`src/hw/rtl/fep_pkg.sv`:
```
// ----------------------------------------------------------------------------
// fep_pkg - shared types and codes for the sorted request queue
// Operation codes and the command word from the controller to the datapath.
// ----------------------------------------------------------------------------
package fep_pkg;

    // operation codes carried on the mode field
    localparam logic [1:0] OP_PUSH  = 2'd0;
    localparam logic [1:0] OP_POP   = 2'd1;
    localparam logic [1:0] OP_CLEAR = 2'd2;

    // ordering selected by the configuration bit
    localparam logic ORDER_FIFO = 1'b0;
    localparam logic ORDER_EDF  = 1'b1;

    // commands from controller to datapath
    typedef struct packed {
        logic load;     // capture the incoming word
        logic compare;  // evaluate the per-entry compares
        logic update;   // insert, remove or clear and capture the result
    } fep_cmd_t;

endpackage

```
`src/hw/rtl/fep_ctrl.sv`:
```
// ----------------------------------------------------------------------------
// fep_ctrl - sequencer for the sorted request queue
// Steps each accepted word through compare, update and response cycles.
// ----------------------------------------------------------------------------
module fep_ctrl (
    input  logic              clk,
    input  logic              rst_n,
    input  logic              start,
    output logic              busy,
    output logic              done,
    output fep_pkg::fep_cmd_t cmd
);
    import fep_pkg::*;

    typedef enum logic [1:0] {
        ST_IDLE,
        ST_CMP,
        ST_UPD,
        ST_RESP
    } state_t;

    state_t state_reg;
    logic   busy_reg;
    logic   done_reg;

    // hold state and registered handshake outputs
    always_ff @(posedge clk or negedge rst_n)
    begin
        if (!rst_n)
        begin
            state_reg <= ST_IDLE;
            busy_reg  <= 1'b0;
            done_reg  <= 1'b0;
        end
        else
        begin
            unique case (state_reg)
                ST_IDLE:
                begin
                    done_reg <= 1'b0;
                    if (start)
                    begin
                        state_reg <= ST_CMP;
                        busy_reg  <= 1'b1;
                    end
                end
                ST_CMP:
                begin
                    state_reg <= ST_UPD;
                end
                ST_UPD:
                begin
                    state_reg <= ST_RESP;
                    done_reg  <= 1'b1;
                end
                ST_RESP:
                begin
                    state_reg <= ST_IDLE;
                    done_reg  <= 1'b0;
                    busy_reg  <= 1'b0;
                end
                default:
                begin
                    state_reg <= ST_IDLE;
                    done_reg  <= 1'b0;
                    busy_reg  <= 1'b0;
                end
            endcase
        end
    end

    // decode commands for the datapath
    always_comb
    begin
        cmd.load    = (state_reg == ST_IDLE) && start;
        cmd.compare = (state_reg == ST_CMP);
        cmd.update  = (state_reg == ST_UPD);
    end

    assign busy = busy_reg;
    assign done = done_reg;

endmodule

```
`src/hw/rtl/fep_datapath.sv`:
```
// ----------------------------------------------------------------------------
// fep_datapath - sorted shift line of queue entries
// Parallel compares against every held entry, a prefix tree to find the
// insertion point, shift-up of the entries from there on, and shift-down of the whole line.
// ----------------------------------------------------------------------------
module fep_datapath #(
    parameter int QUEUE_DEPTH = 16,
    parameter int KEY_WIDTH   = 32,
    parameter int TAG_WIDTH   = 16,
    parameter int CNT_WIDTH   = $clog2(QUEUE_DEPTH + 1)
) (
    input  logic                 clk,
    input  logic                 rst_n,
    input  fep_pkg::fep_cmd_t    cmd,
    input  logic                 cfg_we,
    input  logic                 cfg_wdata,
    input  logic [1:0]           mode,
    input  logic [KEY_WIDTH-1:0] deadline,
    input  logic [KEY_WIDTH-1:0] arrival_seq,
    input  logic [TAG_WIDTH-1:0] request_tag,
    output logic                 ok,
    output logic [KEY_WIDTH-1:0] out_deadline,
    output logic [KEY_WIDTH-1:0] out_arrival,
    output logic [TAG_WIDTH-1:0] out_tag,
    output logic                 head_valid,
    output logic [CNT_WIDTH-1:0] count
);
    import fep_pkg::*;

    localparam int LEVELS = $clog2(QUEUE_DEPTH);

    // configuration and captured word
    logic                 order_mode_reg;
    logic [1:0]           op_reg;
    logic [KEY_WIDTH-1:0] in_d_reg;
    logic [KEY_WIDTH-1:0] in_a_reg;
    logic [TAG_WIDTH-1:0] in_t_reg;

    // entry line, head at index 0
    logic [KEY_WIDTH-1:0] ent_d_reg [QUEUE_DEPTH];
    logic [KEY_WIDTH-1:0] ent_a_reg [QUEUE_DEPTH];
    logic [TAG_WIDTH-1:0] ent_t_reg [QUEUE_DEPTH];
    logic [KEY_WIDTH-1:0] ent_d_next [QUEUE_DEPTH];
    logic [KEY_WIDTH-1:0] ent_a_next [QUEUE_DEPTH];
    logic [TAG_WIDTH-1:0] ent_t_next [QUEUE_DEPTH];
    logic [CNT_WIDTH-1:0] count_reg;
    logic [CNT_WIDTH-1:0] count_next;

    // compare results and result capture
    logic [QUEUE_DEPTH-1:0] hit_reg;
    logic [QUEUE_DEPTH-1:0] hit_next;
    logic [QUEUE_DEPTH-1:0] pfx;
    logic [QUEUE_DEPTH-1:0] pfx_prev;
    logic                   ok_reg;
    logic                   ok_next;
    logic                   popped_reg;
    logic                   popped_next;
    logic [KEY_WIDTH-1:0]   pd_reg;
    logic [KEY_WIDTH-1:0]   pa_reg;
    logic [TAG_WIDTH-1:0]   pt_reg;

    logic full;
    logic empty;

    assign full  = (count_reg == CNT_WIDTH'(QUEUE_DEPTH));
    assign empty = (count_reg == '0);

    // hold the ordering bit
    always_ff @(posedge clk or negedge rst_n)
    begin
        if (!rst_n)
            order_mode_reg <= ORDER_FIFO;
        else if (cfg_we)
            order_mode_reg <= cfg_wdata;
    end

    // capture the incoming word
    always_ff @(posedge clk)
    begin
        if (cmd.load)
        begin
            op_reg   <= mode;
            in_d_reg <= deadline;
            in_a_reg <= arrival_seq;
            in_t_reg <= request_tag;
        end
    end

    // compare the new request against every held entry
    always_comb
    begin
        for (int i = 0; i < QUEUE_DEPTH; i++)
        begin
            if (CNT_WIDTH'(i) >= count_reg)
                hit_next[i] = 1'b0;
            else if (order_mode_reg == ORDER_EDF && in_d_reg != ent_d_reg[i])
                hit_next[i] = (in_d_reg < ent_d_reg[i]);
            else
                hit_next[i] = (in_a_reg < ent_a_reg[i]);
        end
    end

    always_ff @(posedge clk)
    begin
        if (cmd.compare)
            hit_reg <= hit_next;
    end

    // find the first hit, or the slot just past the tail, with a prefix-OR tree
    always_comb
    begin
        for (int i = 0; i < QUEUE_DEPTH; i++)
            pfx[i] = hit_reg[i] | (CNT_WIDTH'(i) == count_reg);
        for (int k = 0; k < LEVELS; k++)
            pfx = pfx | (pfx << (1 << k));
        pfx_prev = pfx << 1;
    end

    // work out the next line, count and status
    always_comb
    begin
        for (int i = 0; i < QUEUE_DEPTH; i++)
        begin
            ent_d_next[i] = ent_d_reg[i];
            ent_a_next[i] = ent_a_reg[i];
            ent_t_next[i] = ent_t_reg[i];
        end
        count_next  = count_reg;
        ok_next     = 1'b0;
        popped_next = 1'b0;
        case (op_reg)
            OP_PUSH:
            begin
                if (!full)
                begin
                    for (int i = 0; i < QUEUE_DEPTH; i++)
                    begin
                        if (pfx_prev[i])
                        begin
                            ent_d_next[i] = ent_d_reg[(i > 0) ? i - 1 : 0];
                            ent_a_next[i] = ent_a_reg[(i > 0) ? i - 1 : 0];
                            ent_t_next[i] = ent_t_reg[(i > 0) ? i - 1 : 0];
                        end
                        else if (pfx[i])
                        begin
                            ent_d_next[i] = in_d_reg;
                            ent_a_next[i] = in_a_reg;
                            ent_t_next[i] = in_t_reg;
                        end
                    end
                    count_next = count_reg + 1'b1;
                    ok_next    = 1'b1;
                end
            end
            OP_POP:
            begin
                if (!empty)
                begin
                    for (int i = 0; i < QUEUE_DEPTH - 1; i++)
                    begin
                        ent_d_next[i] = ent_d_reg[i + 1];
                        ent_a_next[i] = ent_a_reg[i + 1];
                        ent_t_next[i] = ent_t_reg[i + 1];
                    end
                    count_next  = count_reg - 1'b1;
                    ok_next     = 1'b1;
                    popped_next = 1'b1;
                end
            end
            OP_CLEAR:
            begin
                count_next = '0;
                ok_next    = 1'b1;
            end
            default:
            begin
                ok_next = 1'b0;
            end
        endcase
    end

    // advance the entry line and capture the popped head
    always_ff @(posedge clk)
    begin
        if (cmd.update)
        begin
            for (int i = 0; i < QUEUE_DEPTH; i++)
            begin
                ent_d_reg[i] <= ent_d_next[i];
                ent_a_reg[i] <= ent_a_next[i];
                ent_t_reg[i] <= ent_t_next[i];
            end
            pd_reg <= ent_d_reg[0];
            pa_reg <= ent_a_reg[0];
            pt_reg <= ent_t_reg[0];
        end
    end

    // hold count and result status
    always_ff @(posedge clk or negedge rst_n)
    begin
        if (!rst_n)
        begin
            count_reg  <= '0;
            ok_reg     <= 1'b0;
            popped_reg <= 1'b0;
        end
        else if (cmd.update)
        begin
            count_reg  <= count_next;
            ok_reg     <= ok_next;
            popped_reg <= popped_next;
        end
    end

    // select the popped entry, the current head, or zero
    always_comb
    begin
        if (popped_reg)
        begin
            out_deadline = pd_reg;
            out_arrival  = pa_reg;
            out_tag      = pt_reg;
        end
        else if (!empty)
        begin
            out_deadline = ent_d_reg[0];
            out_arrival  = ent_a_reg[0];
            out_tag      = ent_t_reg[0];
        end
        else
        begin
            out_deadline = '0;
            out_arrival  = '0;
            out_tag      = '0;
        end
    end

    assign ok         = ok_reg;
    assign head_valid = !empty;
    assign count      = count_reg;

endmodule

```
`src/hw/rtl/fifo_edf_priority_queue.sv`:
```
// ----------------------------------------------------------------------------
// fifo_edf_priority_queue - bounded sorted request queue, FIFO or EDF order
// Top level: sequencer plus sorted entry line.
// ----------------------------------------------------------------------------
// Usage:
//   Drive mode (push, pop, clear), deadline, arrival_seq and request_tag
//   and raise start; the word is taken at a clock edge with start high and
//   busy low. busy then stays high until the result has been shown.
//   Each word gives one result word, on the result ports for exactly one
//   cycle while done is high: ok, the popped entry or the current head,
//   head_valid and count. The receiver cannot stall the result.
//   The block steps each word through compare, update and response
//   states; done rises with the update and the result is taken at the
//   edge where busy falls. The block then returns to idle, and a word is
//   taken only there, so no new word is taken before the last is through.
//   cfg_we with cfg_wdata writes the ordering bit (0 FIFO, 1 EDF); write it
//   only while idle. Held entries are not resorted.
//   Reset empties the queue and selects FIFO ordering; entry storage is
//   left as it is and only held entries are ever read.
// ----------------------------------------------------------------------------
module fifo_edf_priority_queue #(
    parameter int QUEUE_DEPTH = 16,
    parameter int KEY_WIDTH   = 32,
    parameter int TAG_WIDTH   = 16
) (
    input  logic                                 clk,
    input  logic                                 rst_n,
    input  logic                                 start,
    output logic                                 busy,
    output logic                                 done,
    input  logic                                 cfg_we,
    input  logic                                 cfg_wdata,
    input  logic [1:0]                           mode,
    input  logic [KEY_WIDTH-1:0]                 deadline,
    input  logic [KEY_WIDTH-1:0]                 arrival_seq,
    input  logic [TAG_WIDTH-1:0]                 request_tag,
    output logic                                 ok,
    output logic [KEY_WIDTH-1:0]                 out_deadline,
    output logic [KEY_WIDTH-1:0]                 out_arrival,
    output logic [TAG_WIDTH-1:0]                 out_tag,
    output logic                                 head_valid,
    output logic [$clog2(QUEUE_DEPTH + 1)-1:0]   count
);
    import fep_pkg::*;

    localparam int CNT_WIDTH = $clog2(QUEUE_DEPTH + 1);

    fep_cmd_t cmd;

    // sequence each word
    fep_ctrl u_ctrl (
        .clk   (clk),
        .rst_n (rst_n),
        .start (start),
        .busy  (busy),
        .done  (done),
        .cmd   (cmd)
    );

    // hold and reorder the entries
    fep_datapath #(
        .QUEUE_DEPTH (QUEUE_DEPTH),
        .KEY_WIDTH   (KEY_WIDTH),
        .TAG_WIDTH   (TAG_WIDTH),
        .CNT_WIDTH   (CNT_WIDTH)
    ) u_datapath (
        .clk           (clk),
        .rst_n         (rst_n),
        .cmd           (cmd),
        .cfg_we        (cfg_we),
        .cfg_wdata     (cfg_wdata),
        .mode          (mode),
        .deadline      (deadline),
        .arrival_seq   (arrival_seq),
        .request_tag   (request_tag),
        .ok            (ok),
        .out_deadline  (out_deadline),
        .out_arrival   (out_arrival),
        .out_tag       (out_tag),
        .head_valid    (head_valid),
        .count         (count)
    );

endmodule

```
`config.mk`:
```
export PLATFORM = sky130hd
export DESIGN_NAME = fifo_edf_priority_queue
export DESIGN_NICKNAME = d
export VERILOG_FILES = /design/src/hw/rtl/fep_pkg.sv /design/src/hw/rtl/fep_ctrl.sv /design/src/hw/rtl/fep_datapath.sv /design/src/hw/rtl/fifo_edf_priority_queue.sv
export SDC_FILE = /design/constraint.sdc
export NUM_CORES = 2
export LEC_CHECK = 0
export BUFFER_PORTS_ARGS = -buffer_cell sky130_fd_sc_hd__buf_2
export CELL_PAD_IN_SITES_DETAIL_PLACEMENT = 1
export CELL_PAD_IN_SITES_GLOBAL_PLACEMENT = 1
export CORE_ASPECT_RATIO = 0.8
export CORE_MARGIN = 10
export CORE_UTILIZATION = 42
export DETAILED_ROUTE_END_ITERATION = 8
export GPL_TIMING_DRIVEN = 0
export HOLD_SLACK_MARGIN = 0.12
export PLACE_DENSITY_LB_ADDON = 0.1
export SLEW_MARGIN = 20
export SYNTH_ARGS = -nofsm -noshare
export SYNTH_HDL_FRONTEND = slang
export SYNTH_SLANG_ARGS = --single-unit
```
`constraint.sdc`:
```
create_clock -name clk -period 22 [get_ports clk]
set_input_delay 4.4 -clock clk [delete_from_list [all_inputs] [get_ports clk]]
set_output_delay 4.4 -clock clk [all_outputs]
set_load 0.005 [all_outputs]
```
# Yosys cells after proc, flatten, opt, wreduce, memory -nomap -nowiden
# Memory sizes are Yosys's and may differ from the RTL's.
# Cells that the tools add are included.
[totals]
ff_bits = 190
word_cells = 311
input_bits = 87
ram_bits = 1280
output_inout_bits = 89
mem_count = 3
[mem_list]
columns = ["name", "depth", "word_bits", "rd", "rd_ports_with_merged_regs", "write_ports", "line", "rtl"]
rows = [
  ["u_datapath.ent_a_reg", 16, 32, 16, 0, 16, "fep_datapath.sv:41", "logic [KEY_WIDTH-1:0] ent_a_reg [QUEUE_DEPTH];"],
  ["u_datapath.ent_d_reg", 16, 32, 16, 0, 16, "fep_datapath.sv:40", "logic [KEY_WIDTH-1:0] ent_d_reg [QUEUE_DEPTH];"],
  ["u_datapath.ent_t_reg", 16, 16, 16, 0, 16, "fep_datapath.sv:42", "logic [TAG_WIDTH-1:0] ent_t_reg [QUEUE_DEPTH];"],
]
[op_classes]
n_reduce_logical = 27
bitwise = 20
n_lt_le_gt_ge = 48
addsub = 2
n_mux = 141
n_eq_ne = 40
[ops]
columns = ["cell", "n"]
rows = [
  ["32-bit two-way mux", 68],
  ["480-bit one-hot mux with 2 select lines", 2],
  ["32-bit < comparator", 32],
  ["512-bit two-way mux", 2],
  ["480-bit two-way mux", 2],
  ["16-bit two-way mux", 34],
  ["32-bit != test", 16],
  ["240-bit one-hot mux with 2 select lines", 1],
  ["256-bit two-way mux", 1],
  ["240-bit two-way mux", 1],
  ["16-bit OR", 4],
  ["4-bit by 5-bit == test with 1-bit output, first input constant", 8],
  ["4-bit by 5-bit greater-or-equal comparator with 1-bit output, first input constant", 8],
  ["1-bit two-way mux", 22],
  ["3-bit by 5-bit == test with 1-bit output, first input constant", 4],
  ["3-bit by 5-bit greater-or-equal comparator with 1-bit output, first input constant", 4],
  ["1-bit logical AND", 17],
  ["1-bit OR", 16],
  ["5-bit one-hot mux with 3 select lines", 1],
  ["2-bit by 5-bit == test with 1-bit output, first input constant", 2],
  ["1-bit by 5-bit greater-or-equal comparator with 1-bit output, first input constant", 2],
  ["2-bit by 5-bit greater-or-equal comparator with 1-bit output, first input constant", 2],
  ["5-bit two-way mux", 2],
  ["2-bit one-hot mux with 4 select lines", 1],
  ["18 further kinds", 26],
]

# Longest topological paths before layout
[depth]
word_depth = 10
ltp_mapped = 14
depth_no_buf = 8

# Cells and area by module
# From an unflattened synthesis, not the netlist that was laid out.
[unflattened]
cells_unflattened = 8721
hier_area_um2 = 93898.8
[modules_own_cells]
columns = ["module", "instances", "area_each_um2", "cells_each"]
rows = [
  ["fep_datapath", 1, 93618.5, 8699],
  ["fep_ctrl", 1, 280.3, 22],
]

# Least setup slack after synthesis
# OpenSTA, ideal clock, no wires.
[synth_path]
path_type = "register to register"
startpoint = "reg u_ctrl.state_reg[0]"
endpoint = "mem u_datapath.ent_a_reg[6][0] (netlist: u_datapath.ent_a_reg[3][0]), enable pin"
path_stages_with_launch = 6
path_buffers = 1
setup_time_ns = 0.566
period_less_slack_ns = 8.194
required_time_ns = 21.434
slack_ns = 13.806
arrival_time_ns = 7.628
cell_sequence = "dfrtp_1 inv_1 ha_1 o221ai_1 clkbuf_1 a31oi_1"
[synth_lines]
columns = ["item", "line", "rtl"]
rows = [
  ["start: declaration", "fep_ctrl.sv:22", "state_t state_reg;"],
  ["start signal: assignment", "fep_ctrl.sv:31", "state_reg <= ST_IDLE;"],
  ["start signal: assignment", "fep_ctrl.sv:43", "state_reg <= ST_CMP;"],
  ["start signal: assignment", "fep_ctrl.sv:49", "state_reg <= ST_UPD;"],
  ["end: declaration", "fep_datapath.sv:41", ""],
]

# Final worst setup path
[layout_path]
startpoint = "reg u_datapath.count_reg[2] (netlist: u_datapath.count[2])"
endpoint = "out out_arrival[16]"
[layout_between]
elab_chain_cells = 3
[layout_rtl]
columns = ["item", "line", "rtl"]
rows = [
  ["start: declaration", "fep_datapath.sv:46", "logic [CNT_WIDTH-1:0] count_reg;"],
  ["start signal: assignment", "fep_datapath.sv:210", "count_reg <= count_next;"],
  ["5-bit logical NOT", "fep_datapath.sv:66", "assign empty = (count_reg == '0);"],
  ["32-bit two-way mux", "fep_datapath.sv:225", "else if (!empty)"],
  ["32-bit two-way mux", "fep_datapath.sv:219", "if (popped_reg)"],
  ["end: declaration", "fifo_edf_priority_queue.sv:39", "output logic [KEY_WIDTH-1:0] out_arrival,"],
]
# No other way between the ends.

==> impl_results.md <==
* Initial drt markers at 10780
* Area grow syn2layout at 14.09%
* Asr flop ratio synth at 0.8163%
* Slew @ Worst Pin at 1.380 ns
* Site Rows at 156
* Slowest cell on the critical path: clkbuf_1
* Mapped Cells at 9926
* Syn_nets at 11040
* Global-route wire length before repair at 646.6 mm
* Inst Count DP at 13230
* Setup TNS at 0 ns
* Max Cap Violations at 0
* Hpwl dp at 364.3 mm
* RR Startpoint: u_datapath.count[1]$_DFFE_PN0P_
* Worst-path clk slew at 0.06 ns
* Sum of buffers and inverters on the critical path at 6
* Setup CP Type: reg -> out
* Multi-input logic area at 0.04563 mm^2
* Routed wire length per instance at 33.94 um
* CP required at 17.60 ns
* Hold Path Origin: u_datapath.ent_t_reg[0][14]$_DFFE_PP_
* Setup crit start: u_datapath.count[2]$_DFFE_PN0P_
* CTS max path bufs at 4
* Cts hold-fix bufs at 0
* Die H at 446.9 um
* Via density at 6.350
* Unrepaired setup endpoints after global routing: false
* Global route overflow at 0
* Post-route cell area at 0.1092 mm^2
* WP data arrival at 4.40 ns
* Total Routing Usage GR at 35.82%
* Synth Register Bits at 1470
* Register area at 0.04408 mm^2
* Final min period at 8.797 ns
* Final period util at 39.98%
* Filler cell count at 25360
* Clock insertion delay at the later pin of the skew report at 0.89 ns
* Final setup fails at 0
* Leading area contributor after synthesis: edfxtp_1
* Total CTS buffers at 182
* Core ar. at 0.2262 mm^2
* Hold Path Class: reg -> reg
* Synth Warn # at 0
* Top-level I/O count at 176
* Final wirelength at 460.3 mm
* Layout cell share with drive strength beyond 1 at 8.236%
* Cell family with most CP delay: buffers and inverters
* CTS tree: yes
* Mean area per synthesized cell at 9.641 um^2
* CTS resizes at 0
* Post-DRT Antenna Nets at 0
* Total power at 13.99 mW
* GP Congestion at 0.9695
* Post-synth cell types at 79
* Drt pass-1 iters at 6
* PortBufs at 175
* Status: complete, no violations
* Largest net degree at the start of global routing at 36
* Starting Density at 42.30%
* Leak at 46.62 nW
* Post-CTS Setup Bufs at 0
* Full die area at 0.2475 mm^2
* Commonest non-fill, non-tap cell in the layout: nand2_1
* Post-synthesis sequential area ratio at 46.07%
* Clock Skews at 0.04300 ns
* Fmax at 113.7 MHz
* Area contributors post-synth: edfxtp_1, ha_1, nand2_1, mux2i_1, o21ai_0
* Predominant post-synthesis flop cell: edfxtp_1
* Initial antenna violation count at 49
* Clock sink count at 1470
* Crit-path cells: buf_2, clkbuf_1, inv_1, nand3_4, buf_16, clkbuf_1, nand2_1, o21ai_0, buf_2
* Endpoint kind of the worst setup timing path: output pin
* Most frequent cells in the layout: nand2_1, edfxtp_1, inv_1, ha_1, o21ai_0
* Fin nets at 11520
* Final cell count without fillers at 13560
* H-tree depth at 4
* Pwr dens at 128.2 mW/mm^2
* Syn Std Cell Area at 0.09569 mm^2
* Share of the synthesized area in the top cell type at 45.75%
* Max VDD drop at 0.0001490 V
* Post-synth EDFFs at 1458
* Placement Cell Area at 0.1037 mm^2
* Vias in the first global route at 86310
* CP Max Fanout at 10
* Number of remaining DRC errors at 0
* Slowest stage delay, CP at 0.65 ns
* Final slew viol count at 0
* Final Hold Vio Count at 0
* Die X at 553.7 um
* Worst slew margin at 8.011%
* Root buf cell: clkbuf_16
* Setup crit start kind: flop
* Via count at 86120
==> layer usage <==
metal / wire length (um) / GRT usage (%)
met1: 202500 / 51.67
met3: 49920 / 8.886
met2: 185800 / 51.06
met4: 21890 / 14.71
met5: 232 / 0
==> logic make-up (layout without fill, tap and decap cells) <==
family | Yosys count | in the layout | share of synthesized area [%]
AO/OA/AOI/OAI | 2260 | 2260 | 14.48
XOR/XNOR | 1 | 1 | 0.009154
adder cells (fa/ha/maj) | 1022 | 1022 | 13.36
buffers and inverters | 1616 | 2229 | 6.711
flip-flops | 1470 | 1470 | 46.07
multiplexers | 540 | 540 | 5.676
other | 0 | 20 | 0
AND/OR/NAND/NOR | 3017 | 3017 | 13.69
==> path summary, 6_finish.rpt <==
check | to | slack, ns | cells after the start
worst min register to register | u_datapath.pt_reg[14]$_DFFE_PP_ | 0.50 | 0
worst min-delay path | u_datapath.pt_reg[14]$_DFFE_PP_ | 0.50 | 0
worst max-delay path | out_arrival[16] | 13.20 | 9
max in group asynchronous | u_ctrl.state_reg[0]$_DFFE_PN0P_ | 18.08 | 1
worst max register to register | u_datapath.ent_a_reg[7][37]$_DFFE_PP_ | 15.64 | 16
min in group asynchronous | u_datapath.order_mode_reg$_DFFE_PN0P_ | 3.51 | 1
==> Yosys cell counts (all sizes together), types with 12 or more instances <==
library cell / instances
a21o: 66
mux2: 21
clkbuf: 432
edfxtp: 1458
nand4: 171
a21oi: 488
o31ai: 20
nor4: 24
nor2b: 36
nand2: 1782
a31oi: 30
dfrtp: 12
inv: 1020
a2111oi: 21
and4: 23
nor2: 257
nor3: 46
ha: 1022
buf: 164
nand3: 603
o211ai: 506
o21ai: 940
mux2i: 519
a211oi: 79
==> area by class of cell <==
| type | instances | area share [%] |
|---|---|---|
| multi-input combinational | 6840 | 41.79 |
| sequential | 1470 | 40.38 |
| clock buffer | 242 | 4.492 |
| inverter | 1020 | 3.507 |
| timing repair buffer | 304 | 3.499 |
| tap | 3002 | 3.440 |
| buffer | 596 | 2.437 |
| clock inverter | 67 | 0.4103 |
| antenna | 20 | 0.04584 |
==> per-stage QoR <==
step / setup slack [ns] / hold slack (ns) / utilization [%]
3_3_place_gp: 4.590 / 0.4800 / 44.35
3_5_place_dp: 14.24 / 0.4793 / 45.85
6_report: 13.20 / 0.4986 / 48.26
4_1_cts: 13.28 / 0.4980 / 48.21
2_1_floorplan: 13.81 / 0.4491 / -
5_1_grt: 13.09 / 0.5239 / 48.24
==> power breakdown <==
group,internal [mW],total [mW],switching [mW]
Combinational,1.89,6.18,4.29
Clock,1.61,2.93,1.32
Sequential,4.21,4.88,0.675
Total,7.71,14.0,6.28
(Power assumes the default switching activity.)
